--- config.mk ---
export PLATFORM = sky130hd
export DESIGN_NAME = flagged_frame_receive_parser
export DESIGN_NICKNAME = d
export VERILOG_FILES = /design/src/rtl/ffrp_pkg.sv /design/src/rtl/ffrp_parse.sv /design/src/rtl/flagged_frame_receive_parser.sv
export SDC_FILE = /design/constraint.sdc
export NUM_CORES = 1
export LEC_CHECK = 0
export BUFFER_PORTS_ARGS = -buffer_cell sky130_fd_sc_hd__buf_4
export CORE_ASPECT_RATIO = 1.4
export CORE_MARGIN = 2
export CORE_UTILIZATION = 45
export DETAILED_ROUTE_END_ITERATION = 8
export GPL_TIMING_DRIVEN = 0
export PLACE_DENSITY = 0.75
export SYNTH_ARGS = -nofsm -noshare
export SYNTH_HDL_FRONTEND = slang
export SYNTH_SLANG_ARGS = --single-unit
--- constraint.sdc ---
create_clock -name clock -period 7.5 [get_ports clock]
set_clock_uncertainty 0.2 [all_clocks]
set_input_delay 0 -clock clock [delete_from_list [all_inputs] [get_ports clock]]
set_output_delay 0 -clock clock [all_outputs]
set_load 0.1 [all_outputs]
--- src/rtl/ffrp_pkg.sv ---
// Shared types and constants for the flagged frame receive parser.
// Used by ffrp_parse and flagged_frame_receive_parser; no dependencies.
package ffrp_pkg;

   // Receive buffer length: the byte counter wraps here, and it sets the length limit.
   localparam int unsigned BufLen   = 256;
   localparam int unsigned CountW   = $clog2(BufLen);
   localparam int unsigned MaxLen   = BufLen - 4;
   localparam int unsigned LenW     = 16;

   // Register map: one 32-bit word per register, and paddr[2] selects the word.
   localparam int unsigned CsrAddrW = 3;
   localparam int unsigned CsrDataW = 32;
   localparam logic [0:0]  RegStartFlag = 1'b0;

   // Parser phases
   typedef enum logic [2:0] {
      PH_IDLE,
      PH_START,
      PH_CKSM,
      PH_LEN,
      PH_BODY
   } phase_type;

   // One result beat as produced by the parser
   typedef struct packed {
      logic       valid;
      logic [7:0] body_byte;
      logic       frame_last;
   } result_type;

endpackage

--- src/rtl/ffrp_parse.sv ---
// Frame header parser and body byte stream for one received byte per beat.
// Depends on ffrp_pkg (phase_type, result_type, BufLen constants).
module ffrp_parse import ffrp_pkg::*; (
   input  logic        clock,
   input  logic        reset,
   input  logic        beat,
   input  logic [7:0]  rx_byte,
   input  logic [7:0]  start_flag,
   output result_type  result
);

   phase_type          phase_ff, phase_in;
   logic [CountW-1:0]  byte_count_ff, byte_count_in;
   logic [7:0]         check_byte_ff, check_byte_in;
   logic [7:0]         length_high_ff, length_high_in;
   logic [LenW-1:0]    bytes_left_ff, bytes_left_in;

   logic [CountW:0]    count_sum;
   logic [CountW-1:0]  count_next;
   logic [LenW-1:0]    frame_len;
   logic               header_ok;

   // Running byte count, wraps at the buffer length
   assign count_sum  = {1'b0, byte_count_ff} + (CountW+1)'(1);
   assign count_next = (count_sum >= (CountW+1)'(BufLen)) ? '0 : count_sum[CountW-1:0];

   // Header check: checksum against flag ^ length bytes, length below the limit
   assign frame_len = {length_high_ff, rx_byte};
   assign header_ok = (check_byte_ff == (start_flag ^ length_high_ff ^ rx_byte)) &&
                      ({1'b0, frame_len} < (LenW+1)'(MaxLen));

   // Next state and result for the byte on rx_byte
   always_comb begin
      phase_in       = phase_ff;
      byte_count_in  = count_next;
      check_byte_in  = check_byte_ff;
      length_high_in = length_high_ff;
      bytes_left_in  = bytes_left_ff;
      result         = '0;

      unique case (phase_ff)
         PH_IDLE: begin
            if (rx_byte == start_flag && count_next == CountW'(1)) begin
               phase_in = PH_START;
            end
         end
         PH_START: begin
            if (count_next == CountW'(2)) begin
               check_byte_in = rx_byte;
               phase_in      = PH_CKSM;
            end else begin
               phase_in      = PH_IDLE;
               bytes_left_in = '0;
               byte_count_in = '0;
            end
         end
         PH_CKSM: begin
            if (count_next == CountW'(3)) begin
               length_high_in = rx_byte;
               phase_in       = PH_LEN;
            end else begin
               phase_in      = PH_IDLE;
               bytes_left_in = '0;
               byte_count_in = '0;
            end
         end
         PH_LEN: begin
            if (count_next == CountW'(4)) begin
               bytes_left_in = frame_len;
               // a bad header stays here; the next byte drops back to idle
               if (header_ok) begin
                  phase_in = PH_BODY;
               end
            end else begin
               phase_in      = PH_IDLE;
               bytes_left_in = '0;
               byte_count_in = '0;
            end
         end
         PH_BODY: begin
            if (bytes_left_ff > LenW'(1)) begin
               bytes_left_in     = bytes_left_ff - LenW'(1);
               result.valid      = 1'b1;
               result.body_byte  = rx_byte;
               result.frame_last = 1'b0;
            end else begin
               // last body byte, or a zero-length frame that carries none
               result.valid      = (bytes_left_ff == LenW'(1));
               result.body_byte  = rx_byte;
               result.frame_last = 1'b1;
               phase_in          = PH_IDLE;
               bytes_left_in     = '0;
               byte_count_in     = '0;
            end
         end
         default: begin
            phase_in      = PH_IDLE;
            bytes_left_in = '0;
            byte_count_in = '0;
         end
      endcase

      if (!beat) begin
         result.valid = 1'b0;
      end
   end

   // State registers, updated on each accepted byte
   always_ff @(posedge clock) begin
      if (reset) begin
         phase_ff       <= PH_IDLE;
         byte_count_ff  <= '0;
         check_byte_ff  <= '0;
         length_high_ff <= '0;
         bytes_left_ff  <= '0;
      end else if (beat) begin
         phase_ff       <= phase_in;
         byte_count_ff  <= byte_count_in;
         check_byte_ff  <= check_byte_in;
         length_high_ff <= length_high_in;
         bytes_left_ff  <= bytes_left_in;
      end
   end

endmodule

--- src/rtl/flagged_frame_receive_parser.sv ---
// Top level of the flagged frame receive parser: register port, parser, output buffer.
// Depends on ffrp_pkg and ffrp_parse.
//
// Takes one received byte per beat on req_ and streams the body bytes of good frames on
// rsp_, with rsp_frame_last marking the final body byte. A frame is start flag,
// checksum, 16-bit big-endian length, body. A byte is taken each cycle while req_ready
// is high: the parser updates its state in the same cycle, and its result enters a
// two-entry output buffer (output register plus skid register). req_ready falls only
// while both entries are full, so a byte is accepted in every cycle while rsp_ready
// stays high. The start flag value is the register at address 0.
module flagged_frame_receive_parser import ffrp_pkg::*; (
   input  logic                 clock,
   input  logic                 reset,
   // byte input
   input  logic                 req_valid,
   output logic                 req_ready,
   input  logic [7:0]           req_rx_byte,
   // body byte output
   output logic                 rsp_valid,
   input  logic                 rsp_ready,
   output logic [7:0]           rsp_body_byte,
   output logic                 rsp_frame_last,
   // register port
   input  logic                 csr_psel,
   input  logic                 csr_penable,
   input  logic                 csr_pwrite,
   input  logic [CsrAddrW-1:0]  csr_paddr,
   input  logic [CsrDataW-1:0]  csr_pwdata,
   output logic [CsrDataW-1:0]  csr_prdata,
   output logic                 csr_pready
);

   logic [7:0]  start_flag_ff;
   logic        flag_write;
   logic        req_beat;
   logic        rsp_beat;
   result_type  result;

   logic        out_valid_ff, out_valid_in;
   logic [7:0]  out_byte_ff, out_byte_in;
   logic        out_last_ff, out_last_in;
   logic        skid_valid_ff, skid_valid_in;
   logic [7:0]  skid_byte_ff, skid_byte_in;
   logic        skid_last_ff, skid_last_in;

   // Register port
   assign csr_pready = 1'b1;
   assign flag_write = csr_psel && csr_penable && csr_pwrite && csr_pready &&
                       (csr_paddr[2] == RegStartFlag);
   assign csr_prdata = (csr_paddr[2] == RegStartFlag) ?
                       {{(CsrDataW-8){1'b0}}, start_flag_ff} : '0;

   always_ff @(posedge clock) begin
      if (reset) begin
         start_flag_ff <= '0;
      end else if (flag_write) begin
         start_flag_ff <= csr_pwdata[7:0];
      end
   end

   // Handshakes
   assign req_ready = !skid_valid_ff;
   assign req_beat  = req_valid && req_ready;
   assign rsp_beat  = out_valid_ff && rsp_ready;

   ffrp_parse u_parse (
      .clock      (clock),
      .reset      (reset),
      .beat       (req_beat),
      .rx_byte    (req_rx_byte),
      .start_flag (start_flag_ff),
      .result     (result)
   );

   // Output register with skid entry, in order
   always_comb begin
      out_valid_in  = out_valid_ff;
      out_byte_in   = out_byte_ff;
      out_last_in   = out_last_ff;
      skid_valid_in = skid_valid_ff;
      skid_byte_in  = skid_byte_ff;
      skid_last_in  = skid_last_ff;
      if (!out_valid_ff || rsp_beat) begin
         if (skid_valid_ff) begin
            out_valid_in  = 1'b1;
            out_byte_in   = skid_byte_ff;
            out_last_in   = skid_last_ff;
            skid_valid_in = result.valid;
            skid_byte_in  = result.body_byte;
            skid_last_in  = result.frame_last;
         end else begin
            out_valid_in  = result.valid;
            out_byte_in   = result.body_byte;
            out_last_in   = result.frame_last;
         end
      end else if (result.valid) begin
         skid_valid_in = 1'b1;
         skid_byte_in  = result.body_byte;
         skid_last_in  = result.frame_last;
      end
   end

   always_ff @(posedge clock) begin
      if (reset) begin
         out_valid_ff  <= 1'b0;
         skid_valid_ff <= 1'b0;
      end else begin
         out_valid_ff  <= out_valid_in;
         skid_valid_ff <= skid_valid_in;
      end
      out_byte_ff  <= out_byte_in;
      out_last_ff  <= out_last_in;
      skid_byte_ff <= skid_byte_in;
      skid_last_ff <= skid_last_in;
   end

   assign rsp_valid      = out_valid_ff;
   assign rsp_body_byte  = out_byte_ff;
   assign rsp_frame_last = out_last_ff;

endmodule

Word level (Yosys, flattened, before mapping)
Cells that the tools add are included.
W data, S select, Z words.
{ "totals": {"out_inout_bits": 44, "regBits": 71, "word_cells": 89} }
{ "op_classes": {"reduce_logical": 17, "n_lt_le_gt_ge": 3, "muxes": 34, "n_bitwise": 4, "eq_ne": 17, "add_sub_neg": 2} }
{ "op_table": {"columns": ["op", "count"], "rows": [
  ["$mux W8", 10],
  ["$pmux W16 S5", 1],
  ["$mux W16", 4],
  ["$pmux W8 S5", 1],
  ["$mux W10", 2],
  ["$eq A16 B1 Y1 const B", 1],
  ["$eq A8 B2 Y1 const B", 2],
  ["$eq A8 B8 Y1", 2],
  ["$gt A16 B1 Y1 const B", 1],
  ["$lt A16 B8 Y1 const B", 1],
  ["$sub A16 B1 Y16 const B", 1],
  ["$xor A8 B8 Y8", 2],
  ["$pmux W3 S5", 1],
  ["$mux W3", 4],
  ["$add A8 B1 Y9 const B", 1],
  ["$ge A9 B9 Y1 const B", 1],
  ["$mux W1", 9],
  ["$eq A8 B1 Y1 const B", 1],
  ["$eq A8 B3 Y1 const B", 1],
  ["$ne A2 B2 Y1 const B", 4],
  ["$reduce_and A4 Y1", 2],
  ["$logic_and A1 B1 Y1", 7],
  ["$eq A3 B2 Y1 const B", 2],
  ["$reduce_and A3 Y1", 2],
  ["11 further kinds", 14]
]} }

Logic depth before layout (Yosys ltp)
Gate-level depths: netlist of run 1.
{ "depth": {"depth_word": 7, "mapped_depth": 9, "mapped_depth_nobuf": 7} }

Cells and area by module
From an unflattened synthesis of run 1, not the netlist that was laid out.
{ "hier_totals": {"hier_cells": 461, "hier_area_um2": 4367.9} }
{ "by_module_without_submodules": {"columns": ["module", "area_each_um2", "cells_per_inst", "instances"], "rows": [
  ["ffrp_parse", 3031.7, 350, 1],
  ["flagged_frame_receive_parser", 1336.3, 111, 1]
]} }

Least setup slack after synthesis of run 1
Ideal clock, no wire load.
{ "synth_timing": {"path_type": "register to register", "start": "register out_valid_ff, in the netlist rsp_valid", "end": "register skid_byte_ff[0] (enable)", "path_stages_with_launch": 4, "setup_slack_ps": 5056, "setup_ps": 331, "arrival_ps": 1913, "path_cell_list": "dfxtp_1 -> nand2b_1 -> nor3_1 -> a21o_1"} }
{ "synth_between": {"elab_chain_len": 4, "elab_cells_between_ends": 6} }
{ "synth_lines": {"columns": ["element", "line", "source"], "rows": [
  ["from (decl)", "flagged_frame_receive_parser.sv:39", "logic out_valid_ff, out_valid_in;"],
  ["from (signal assigned)", "flagged_frame_receive_parser.sv:108", "out_valid_ff <= out_valid_in;"],
  ["$logic_not A1 Y1 / $logic_and A1 B1 Y1 (equally long branches)", "flagged_frame_receive_parser.sv:83, flagged_frame_receive_parser.sv:64", null],
  ["$logic_or A1 B1 Y1 (*)", "flagged_frame_receive_parser.sv:83", "if (!out_valid_ff || rsp_beat) begin"],
  ["$ne A2 B2 Y1 (no source line) / $reduce_bool A2 Y1 (equally long branches)", null, null],
  ["$reduce_and A2 Y1 (no source line) (*)", null, null],
  ["to (signal assigned)", "flagged_frame_receive_parser.sv:113", "skid_byte_ff <= skid_byte_in;"],
  ["to (decl)", "flagged_frame_receive_parser.sv:43", "logic [7:0] skid_byte_ff, skid_byte_in;"]
]} }
Mark *: on every way between the ends. The rest lies on a longest branch, timed or not.
A chain may end at the register's enable or synchronous reset.

Worst setup path after layout of run 1
{ "layout_timing": {"start": "register u_parse.byte_count_ff[0]", "end": "register u_parse.phase_ff[0]"} }
{ "layout_between": {"elab_chain_len": 7, "elab_cells_between_ends": 13} }
{ "layout_lines": {"columns": ["element", "line", "source"], "rows": [
  ["from (decl)", "ffrp_parse.sv:13", "logic [CountW-1:0] byte_count_ff, byte_count_in;"],
  ["from (signal assigned)", "ffrp_parse.sv:118", "byte_count_ff <= byte_count_in;"],
  ["$add A8 B1 Y9 (*)", "ffrp_parse.sv:24", "assign count_sum = {1'b0, byte_count_ff} + (CountW+1)'(1);"],
  ["$ge A9 B9 Y1", "ffrp_parse.sv:25", "assign count_next = (count_sum >= (CountW+1)'(BufLen)) ? '0 : count_sum[CountW-1:0];"],
  ["$mux W8 (*)", "ffrp_parse.sv:25", null],
  ["$eq A8 B1 Y1", "ffrp_parse.sv:43", "if (rx_byte == start_flag && count_next == CountW'(1)) begin"],
  ["$logic_and A1 B1 Y1", "ffrp_parse.sv:43", null],
  ["$ne A2 B1 Y1 (no source line)", null, null],
  ["$reduce_and A4 Y1 (no source line)", null, null],
  ["to (signal assigned)", "ffrp_parse.sv:117", "phase_ff <= phase_in;"],
  ["to (decl)", "ffrp_parse.sv:12", "phase_type phase_ff, phase_in;"]
]} }
Marks and branches as above.

==> impl_metrics.csv, run 1 <==
group,metric,value,unit
run_status,status,"finished, final reports clean",
sta,slew_headroom,55.0,%
clocking,cts_sinks,71,
synth,synth_compound_area_share,16.4,%
clocking,worstSkewPairLatency,0.34,ns
finish,stdcell_count,644,
power,power_frac_clock,40.6,%
setup_path,crit_type,"reg2reg",
sta,tns,0,ns
placement,post-place-ws,4.71,ns
synth,synth-main-ff-cell,"dfxtp_1",
setup_path,crit_arrival,2.83,ns
min_path,holdPathEnd,"start_flag_ff[1]$_SDFFE_PP0P_",
die,io_pins,94,
min_path,hold_depth,4,
sta,fin_ws,4.70,ns
die,dieArea,0.00990,mm2
clocking,h-tree-depth,3,
sta,worst_pin_slew,0.672,ns
routing,drt_pass1_iterations,6,
sta,fin_crit_sh,37.4,%
routing,via_per_inst,5.50,
routing,wire_per_inst,15.4,um
power,p_leak,0.00219,uW
synth,synth_fa_ha_area_share,0.915,%
sta,setup_viol,0,
synth,yosys_warnings,0,
sta,rsz0062_at_grt,"no",
setup_path,worst-path-max-fanout,10,
synth,yosys.cell_types.count,65,
power,p_sw_share,32.0,%
global_route,antenna_found_initial,0,
global_route,grt_max_degree,16,
die,core,0.00893,mm2
setup_path,worst_setup_path_end_kind,"register",
synth,yosysSeqAreaShare,39.0,%
die,start_util,45.9,%
setup_path,rr_startpoint,"u_parse.byte_count_ff[0]$_SDFFE_PP0P_",
power,switchingPower,324,uW
placement,dp_cells,610,
job,maxCapViolCount,0,
power,finalPower,1010,uW
synth,synth_top_cell_by_area,"dfxtp_1",
finish,diodes,0,
synth,synthSimpleGateAreaFrac,19.5,%
synth,synth_xor_area_share,8.33,%
routing,postRouteAntennaNets,0,
placement,place_area,0.00464,mm2
synth,synthMostInstantiatedCell,"dfxtp_1",
power,p_int,688,uW
setup_path,required,7.53,ns
synth,synth_mux_area_share,7.23,%
finish,areaGrowthSynthToFinish,24.5,%
synth,synth_top_family_by_area,"simple AND/OR/NAND/NOR gates",
setup_path,r2r_end,"u_parse.phase_ff[0]$_SDFFE_PP0P_",
clocking,cts_setup_buffers,0,
die,die_y,117,um
synth,synth.avg_cell_area,9.36,um2
placement,dpl.hpwl,7250,um
synth,ys_seq_elements,71,
power,p_seq_share,40.0,%
routing,postRouteWirelength,9920,um
power,power_density,198,mW/mm2
finish,fin_area,0.00511,mm2
finish,nFillCells,795,
finish,fin_nets,585,
setup_path,rr_worst_depth,7,
synth,synth-edff-count,18,
power,power.share.combinational,19.4,%
placement,io_buffers,42,
clocking,cts_tree,"built",
global_route,overflow,0,
setup_path,ff2ff_setup_slack,4.70,ns
sta,layout_min_cycle_time,2.80,ns
synth,synth_area,0.00410,mm2
synth,yosys-top-cells-area,"dfxtp_1 (26%), edfxtp_1 (13%), buf_4 (4.9%)",
sta,final-hold-violation-count,0,
sta,final_max_slew_viol_count,0,
clocking,clockBufferDepth,2,
routing,drcViolationCount,0,
routing,drt_iter0_drc,151,
synth,synth_cells,438,
synth,ys_top_cells_by_count,"dfxtp_1 (53), nand2_1 (38), nor2_1 (34)",
power,ir_worst_vdd,0.136,mV
global_route,grt_first_pass_wirelength,16100,um
clocking,clockRootBuffer,"clkbuf_16",
die,num_rows,41,
synth,async_reset_ff_share,0,%
setup_path,worst_setup_path_start_kind,"register",
clocking,cts.clk_slew.worst_paths,0.06,ns
die,die_x,84.7,um
global_route,grtUsageTotal,20.5,%
min_path,holdCritPathClass,"in2reg",
finish,drive_gt1_share,22.0,%
synth,synth.top_cell.area_share,25.9,%
routing,num_vias,3540,
placement,routabilityCongestion,0.917,
min_path,hp-start,"csr_pwrite",
global_route,grt_pass1_vias,3300,
sta,fmax,357,MHz
clocking,cts_buffers,9,
-- cells in the final DEF, fill, tap and decap left out, drive strengths merged, types with 3 or more instances in the layout --
cell         count
buf             77
dfxtp           53
nand2           38
nor2            34
conb            25
clkbuf          24
xnor2           22
a21oi           19
mux2i           18
dlygate4sd3     18
edfxtp          18
xor2            17
a22oi           16
o2bb2ai         16
nor3            15
nor2b           11
inv             11
and3            10
mux2            10
o21ai            9
nor4             7
nand4            7
a31oi            6
nand3            6
nand2b           3
ha               3
and4             3
-- power groups by stage --
stage                     Sequential, uW  Clock, uW  Combinational, uW
final                                404        411                197
after global routing                 405        431                207
after CTS                            404        415                195
after detailed placement             413          0                187
after global placement               412          0                186
after floorplan                      435          0                128
-- critical path, cell delays in order, from the launching register on --
cell      delay (ns)
dfxtp_1         0.36
ha_1            0.32
and3_1          0.19
clkbuf_1        0.23
o21ai_0         0.18
nor4b_4         0.61
a211o_2         0.29
mux2_4          0.30
-- per-layer routing --
metal	part of all wire (%)	vias to the layer above	GRT usage, %
met4	3.9	0	12.0
met5	0	-	0
met2	53	99	37.1
li1	-	1734	-
met1	39	1676	22.7
met3	4.1	31	3.44
-- registers in the layout, indices dropped and copies added, names as in the netlist --
name                    flops
rsp_body_byte               8
rsp_frame_last              1
rsp_valid                   1
skid_byte_ff                8
skid_last_ff                1
skid_valid_ff               1
start_flag_ff               8
u_parse.byte_count_ff       8
u_parse.bytes_left_ff      16
u_parse.check_byte_ff       8
u_parse.length_high_ff      8
u_parse.phase_ff            3
-- repair_timing --
action | 4_1_cts | 5_1_grt
hold endpoints to repair | 51 | 0
resized for setup | 0 | 0
hold buffers | 18 | 0
-- final cells by class --
| class | count | area [um2] | area share (%) |
|---|---|---|---|
| Multi-Input combinational cell | 333 | 2240 | 43.9 |
| Inverter | 7 | 26.3 | 0.514 |
| Clock inverter | 7 | 65.1 | 1.27 |
| Tap cell | 107 | 134 | 2.62 |
| Buffer | 50 | 318 | 6.22 |
| Sequential cell | 71 | 1600 | 31.4 |
| Timing Repair Buffer | 60 | 495 | 9.70 |
| Clock buffer | 9 | 225 | 4.41 |
-- stage by stage --
step	utilization (%)	hold slack [ns]
after global routing	57.2	0.161
after CTS	57.2	0.0644
after global placement	51.9	0.0554
after floorplan	-	-0.0640
final	57.2	0.0811
after detailed placement	51.9	0.0659
-- worst max-delay path by stage --
stage | from | end | slack (ns) | cells past startpoint
after floorplan | rsp_valid$_SDFFE_PP0P_ | skid_byte_ff[0]$_DFFE_PP_ | 5.06 | 3
final | u_parse.byte_count_ff[0]$_SDFFE_PP0P_ | u_parse.phase_ff[0]$_SDFFE_PP0P_ | 4.70 | 7
after detailed placement | u_parse.byte_count_ff[0]$_SDFFE_PP0P_ | u_parse.phase_ff[0]$_SDFFE_PP0P_ | 4.71 | 7
after global placement | u_parse.byte_count_ff[0]$_SDFFE_PP0P_ | u_parse.phase_ff[0]$_SDFFE_PP0P_ | 4.74 | 7
after global routing | u_parse.bytes_left_ff[0]$_SDFFE_PP0P_ | u_parse.bytes_left_ff[15]$_SDFFE_PP0P_ | 4.44 | 8
after CTS | u_parse.byte_count_ff[0]$_SDFFE_PP0P_ | u_parse.phase_ff[0]$_SDFFE_PP0P_ | 4.69 | 7
-- logic make-up (layout without fill, tap and decap cells) --
kind of cell / count (synthesis) / after routing
multiplexers: 28 / 28
adder cells (fa/ha/maj): 3 / 3
XOR/XNOR: 39 / 39
buffers and inverters: 57 / 133
AND/OR/NAND/NOR: 150 / 150
flip-flops: 71 / 71
other: 2 / 25
AO/OA/AOI/OAI: 88 / 88
(Power assumes the default switching activity.)
==> run 2, diff against run 1 <==
ABC_AREA = 1   (was unset)
PLACE_DENSITY = 0.78   (was 0.75)
clock period = 2.4 ns   (was 7.5 ns; I/O delays follow)
==> run 2 against run 1 <==
Compared with the run above:
- sequential share of layout area is 1.9 points lower
- synthesized area is 6.9% higher
- combinational power grew to 7.4 times the previous value
- fmax is 26% higher
- via count is 26% higher
- synthesized cell count is 49% higher
- critical path depth is 6 higher
- die area is 6.6% higher
- largest cell class unchanged
- largest power group is now combinational logic
==> impl_metrics.csv, run 2 <==
group,metric,value,unit
run_status,status,"finished, final reports clean",
routing,drt_pass1_iterations,5,
finish,nFillCells,895,
finish,areaGrowthSynthToFinish,24.6,%
finish,fin_nets,803,
placement,routabilityCongestion,0.887,
sta,setup_viol,0,
finish,final_cell_mix,"nand2_1 (202), nor2_1 (74), buf_4 (69), inv_1 (65), a21oi_1 (50)",
routing,via_per_inst,5.14,
setup_path,crit_type,"reg2reg",
finish,largest-register,"u_parse.bytes_left_ff",
global_route,antenna_found_initial,0,
synth,yosys.cell_types.count,40,
clocking,worstSkewPairLatency,0.35,ns
die,io_pins,94,
synth,synth-main-ff-cell,"dfxtp_1",
routing,drt_iter0_drc,262,
routing,num_vias,4449,
global_route,grt_pass1_vias,4071,
finish,largest_register_ffs,16,
clocking,cts_tree,"built",
job,maxCapViolCount,0,
routing,wire_per_inst,13.1,um
die,die_x,87.4,um
synth,synth_top_cell_by_area,"dfxtp_1",
global_route,grt_max_degree,14,
clocking,cts.clk_slew.worst_paths,0.06,ns
routing,drcViolationCount,0,
clocking,h-tree-depth,3,
synth,synthMostInstantiatedCell,"nand2_1",
synth,yosys_warnings,0,
power,power_density,755,mW/mm2
synth,synth.top_cell.area_share,24.2,%
clocking,clockBufferDepth,2,
clocking,cts_buffers,9,
setup_path,worst-path-max-fanout,10,
sta,worst_pin_slew,0.564,ns
synth,synth-edff-count,18,
finish,stdcell_count,865,
routing,postRouteAntennaNets,0,
finish,final_util,57.7,%
min_path,hold_depth,6,
setup_path,worst_setup_path_end_kind,"register",
min_path,hp-start,"csr_penable",
setup_path,required,2.40,ns
power,ir_worst_vdd,0.369,mV
global_route,grtUsageTotal,21.9,%
synth,synth.avg_cell_area,6.70,um2
setup_path,worst_setup_path_start_kind,"register",
synth,synth_cells,654,
sta,slew_headroom,62.4,%
setup_path,rr_worst_depth,13,
finish,diodes,0,
sta,final_max_slew_viol_count,0,
global_route,overflow,0,
min_path,holdCritPathClass,"in2reg",
clocking,cts_sinks,71,
die,num_rows,42,
synth,ys_seq_elements,71,
synth,yosysSeqAreaShare,36.5,%
setup_path,rr_startpoint,"u_parse.byte_count_ff[0]$_SDFFE_PP0P_",
die,dieArea,0.0106,mm2
global_route,grt_first_pass_wirelength,18200,um
routing,postRouteWirelength,11300,um
power,p_leak,0.00256,uW
sta,final-hold-violation-count,0,
min_path,holdPathEnd,"start_flag_ff[7]$_SDFFE_PP0P_",
placement,dp_cells,827,
die,start_util,46.3,%
sta,fmax,449,MHz
sta,rsz0062_at_grt,"no",
sta,layout_min_cycle_time,2.23,ns
placement,io_buffers,40,
finish,drive_gt1_share,19.1,%
placement,dpl.hpwl,8280,um
die,core,0.00946,mm2
clocking,clockRootBuffer,"clkbuf_16",
setup_path,ff2ff_setup_slack,0.17,ns
synth,ys_top_cells_by_count,"nand2_1 (203), nor2_1 (76), inv_1 (66)",
setup_path,crit_arrival,2.23,ns
setup_path,r2r_end,"u_parse.bytes_left_ff[2]$_SDFFE_PP0P_",
finish,final_common_cell,"nand2_1",
synth,yosys-top-cells-area,"dfxtp_1 (24%), nand2_1 (17%), edfxtp_1 (12%)",
die,die_y,121,um
synth,synth_area,0.00438,mm2
synth,async_reset_ff_share,0,%
sta,fin_crit_sh,92.8,%
==> run 2: per-layer routing <==
layer | vias up | share of wire [%] | track usage [%]
met3 | 29 | 4.7 | 3.62
met4 | 0 | 2.9 | 10.2
li1 | 2233 | - | -
met2 | 128 | 53 | 40.2
met1 | 2059 | 39 | 23.9
met5 | - | 0 | 0
==> run 2: repair_timing <==
item | 4_1_cts | 5_1_grt
hold endpoints to repair | 50 | 0
setup buffers | 0 | 4
gates resized for setup | 3 | 17
pin swaps | 0 | 3
hold buffers | 18 | 0
setup endpoints to repair | 17 | 43
==> run 2: worst max-delay path, stage by stage (launching register included) <==
cell	delay (ns)
dfxtp_4	0.39
ha_4	0.15
nand2_2	0.09
nor2_4	0.16
nand2_4	0.10
nand2_2	0.11
nand2_1	0.08
nor2_2	0.25
o21ai_4	0.10
nand2_4	0.13
inv_4	0.07
buf_6	0.14
nand2_1	0.06
a21oi_1	0.06
==> run 2: final cells by class <==
type	count	area, um2	area share, %
multi-input combinational	494	2370	43.5
timing repair buffer	62	510	9.35
clock inverter	6	46.3	0.848
clock buffer	10	229	4.19
sequential	71	1610	29.5
tap	110	138	2.52
buffer	40	280	5.13
inverter	72	273	5.00
==> run 2: where the power goes <==
group	internal (uW)	total, uW	switching (uW)
combinational	399	1460	1060
clock	704	1240	538
sequential	1340	1420	77.0
==> run 2: cell families (layout without fill, tap and decap cells) <==
family,Yosys count,after routing,share of synthesized area [%]
xor gates and xnor gates,9,9,1.80
and+or+nand+nor,348,348,34.9
other,2,25,0.171
adders and majority gates,3,3,0.857
buffers and inverters,112,190,12.4
AOI/OAI and AO/OA,109,109,13.3
DFF,71,71,36.5
==> run 2: per-stage QoR <==
stage | TNS, ns | setup WS, ns | hold slack, ns | power, uW | instance area [um2]
6_report | 0 | 0.173 | 0.0256 | 4120 | 5460
5_1_grt | 0 | 0.0261 | 0.0776 | 4320 | 5460
4_1_cts | 0 | 0.0109 | 0.00532 | 4070 | 5380
3_5_place_dp | -0.657 | -0.0621 | 0.0999 | 2800 | 4910
3_3_place_gp | -0.0266 | -0.0132 | 0.0835 | 2780 | 4910
2_1_floorplan | 0 | 0.202 | -0.0240 | 2520 | 4470
==> run 2: worst max path at each step <==
stage	startpoint	end	slack, ns	cells after the start
after floorplan	rsp_valid$_SDFFE_PP0P_	skid_byte_ff[0]$_DFFE_PP_	0.20	2
after global placement	u_parse.bytes_left_ff[0]$_SDFFE_PP0P_	u_parse.byte_count_ff[5]$_SDFFE_PP0P_	-0.01	11
after detailed placement	u_parse.bytes_left_ff[0]$_SDFFE_PP0P_	u_parse.byte_count_ff[5]$_SDFFE_PP0P_	-0.06	11
after CTS	u_parse.bytes_left_ff[0]$_SDFFE_PP0P_	u_parse.byte_count_ff[0]$_SDFFE_PP0P_	0.01	11
after global routing	u_parse.byte_count_ff[1]$_SDFFE_PP0P_	u_parse.bytes_left_ff[2]$_SDFFE_PP0P_	0.03	14
final	u_parse.byte_count_ff[0]$_SDFFE_PP0P_	u_parse.bytes_left_ff[2]$_SDFFE_PP0P_	0.17	13
==> run 3, diff against run 2 <==
ABC_AREA = 0   (was 1)
==> run 3 against run 2 <==
Compared with the run above:
- critical path depth down 6
- final cell count down 25%
- die area decreased by 6.2%
- register-to-register slack got worse by 0.13 ns
- clock-buffer cell count fell by 1
- routed wire length fell by 9.7%
==> impl_metrics.csv, run 3 (same netlist as run 1, synthesis figures left out) <==
group,metric,value,unit
die,core,0.00893,mm2
placement,post-place-ws,-0.350,ns
power,p_seq_share,39.6,%
sta,worst_pin_slew,0.551,ns
sta,setup_viol,0,
die,die_x,84.7,um
sta,slew_headroom,63.3,%
clocking,cts.clk_slew.worst_paths,0.06,ns
power,power_frac_clock,39.8,%
global_route,grt_pass1_vias,3447,
finish,diodes,0,
setup_path,path_cells,"buf_6, and3_4, a31oi_1, a211oi_2, a41oi_1, a211o_2, mux2_4",
finish,drive_gt1_share,27.9,%
finish,largest_register_ffs,16,
routing,via_per_inst,5.50,
job,maxCapViolCount,0,
run_status,status,"finished, final reports clean",
setup_path,worst_setup_path_start_kind,"register",
setup_path,cp_top_family,"compound AO/OA/AOI/OAI gates",
power,p_leak,0.00227,uW
placement,io_buffers,42,
die,num_rows,41,
finish,stdcell_count,651,
clocking,cts_buffers,9,
routing,drt_iter0_drc,266,
setup_path,crit_slowest_cell,"dfxtp_1",
min_path,hp-start,"csr_pwrite",
sta,layout_min_cycle_time,2.35,ns
power,power.share.combinational,20.6,%
setup_path,worst-path-max-fanout,7,
setup_path,rr_startpoint,"u_parse.byte_count_ff[1]$_SDFFE_PP0P_",
power,ir_worst_vdd,0.521,mV
setup_path,r2r_end,"u_parse.phase_ff[0]$_SDFFE_PP0P_",
global_route,grt_max_degree,16,
finish,largest-register,"u_parse.bytes_left_ff",
die,die_y,117,um
finish,final_util,60.0,%
routing,postRouteAntennaNets,0,
clocking,cts_tree,"built",
die,dieArea,0.00990,mm2
sta,fmax,425,MHz
setup_path,crit_type,"reg2reg",
routing,postRouteWirelength,10200,um
setup_path,rr_worst_depth,7,
global_route,grtUsageTotal,20.4,%
routing,num_vias,3582,
clocking,worstSkewPairLatency,0.34,ns
sta,fin_crit_sh,98.1,%
clocking,clockBufferDepth,2,
power,switchingPower,1020,uW
finish,seq_area,0.00161,mm2
power,power_density,598,mW/mm2
sta,whs,0.0745,ns
placement,dp_cells,610,
setup_path,worst_setup_path_end_kind,"register",
sta,final_max_slew_viol_count,0,
sta,fin_ws,0.0457,ns
setup_path,ff2ff_setup_slack,0.05,ns
routing,drt_pass1_iterations,4,
die,io_pins,94,
min_path,holdPathEnd,"start_flag_ff[5]$_SDFFE_PP0P_",
routing,wire_per_inst,15.7,um
finish,multi_input_area,0.00239,mm2
global_route,grt_first_pass_wirelength,16100,um
finish,final_common_cell,"buf_4",
global_route,overflow,0,
finish,fin_nets,592,
sta,final-hold-violation-count,0,
setup_path,required,2.42,ns
global_route,antenna_found_initial,0,
setup_path,max_stage_delay,0.39,ns
min_path,holdCritPathClass,"in2reg",
setup_path,cp_num_buf_inv,1,
clocking,clockRootBuffer,"clkbuf_16",
finish,areaGrowthSynthToFinish,30.6,%
placement,routabilityCongestion,0.950,
die,start_util,45.9,%
setup_path,crit_arrival,2.38,ns
finish,final_cell_mix,"buf_4 (78), dfxtp_1 (50), nand2_1 (38), nor2_1 (32), conb_1 (25)",
power,p_int,2180,uW
power,p_sw_share,32.0,%
clocking,h-tree-depth,3,
min_path,hold_depth,4,
clocking,cts_sinks,71,
finish,nFillCells,751,
routing,drcViolationCount,0,
placement,dpl.hpwl,7370,um
## run 3: cell types whose count changed in the layout (fill, tap and decap cells not counted), moves of 12 or more
cell / before / now
o21ai_0: 37 / 6
nor2_1: 74 / 32
a22oi_1: 0 / 16
xnor2_1: 3 / 22
mux2i_1: 0 / 18
nand2_1: 202 / 38
inv_1: 65 / 7
o2bb2ai_1: 0 / 16
nand2_2: 12 / 0
nand3_1: 26 / 3
a21oi_1: 50 / 16
## run 3: layout make-up
cell class	count	share of cell area (%)
flip-flops and latches	71	30.0
clock inverters	7	1.17
plain buffers	47	6.17
inverters	7	0.491
repair buffers	70	10.9
multi-input cells	333	44.6
well taps	107	2.50
clock buffers	9	4.20
## run 3: worst max-delay path by stage
| stage | startpoint | endpoint | slack [ns] | cells after the start |
|---|---|---|---|---|
| 2_1_floorplan | u_parse.byte_count_ff[5]$_SDFFE_PP0P_ | u_parse.phase_ff[0]$_SDFFE_PP0P_ | 0.05 | 8 |
| 3_3_place_gp | u_parse.byte_count_ff[0]$_SDFFE_PP0P_ | u_parse.phase_ff[0]$_SDFFE_PP0P_ | -0.32 | 7 |
| 3_5_place_dp | u_parse.byte_count_ff[0]$_SDFFE_PP0P_ | u_parse.check_byte_ff[6]$_SDFFE_PP0P_ | -0.35 | 8 |
| 4_1_cts | u_parse.byte_count_ff[2]$_SDFFE_PP0P_ | u_parse.phase_ff[0]$_SDFFE_PP0P_ | 0.001 | 7 |
| 5_1_grt | u_parse.bytes_left_ff[5]$_SDFFE_PP0P_ | u_parse.byte_count_ff[2]$_SDFFE_PP0P_ | -0.03 | 7 |
| 6_report | u_parse.byte_count_ff[1]$_SDFFE_PP0P_ | u_parse.phase_ff[0]$_SDFFE_PP0P_ | 0.05 | 7 |
## run 3: power groups by stage
| stage | combinational, uW | clock [uW] | sequential, uW |
|---|---|---|---|
| 3_5_place_dp | 586 | 0 | 1290 |
| 6_report | 659 | 1270 | 1270 |
| 2_1_floorplan | 399 | 0 | 1360 |
| 5_1_grt | 690 | 1340 | 1270 |
| 4_1_cts | 642 | 1290 | 1270 |
| 3_3_place_gp | 578 | 0 | 1290 |
## run 3: worst register-to-register path: cells and delay by family, from the launching register on
family	cells	cell delay (ns)
compound gates	4	0.98
buf+inv	1	0.15
flops	1	0.39
mux	1	0.30
simple gates	1	0.23
## run 3: metal layers
| metal | track usage (%) | vias up | part of all wire [%] |
|---|---|---|---|
| li1 | - | 1747 | - |
| met1 | 22.2 | 1698 | 40 |
| met2 | 37.4 | 105 | 53 |
| met3 | 3.79 | 32 | 4.0 |
| met4 | 11.4 | 0 | 3.4 |
| met5 | 0 | - | 0 |
## run 3: metrics by stage
stage               TNS [ns]  power [uW]  area (um2)
floorplan                  0        1760        4190
global placement       -8.33        1870        4640
detailed placement    -11.68        1880        4640
CTS                        0        3200        5220
global route          -0.125        3300        5360
finish                     0        3200        5360
## run 3: timing repair
item                       4_1_cts  5_1_grt
setup buffers                    7        3
resized for setup               18       31
setup endpoints to repair       53       43
hold endpoints to repair        51        0
hold buffers                    18        0
pin swaps                        5        6
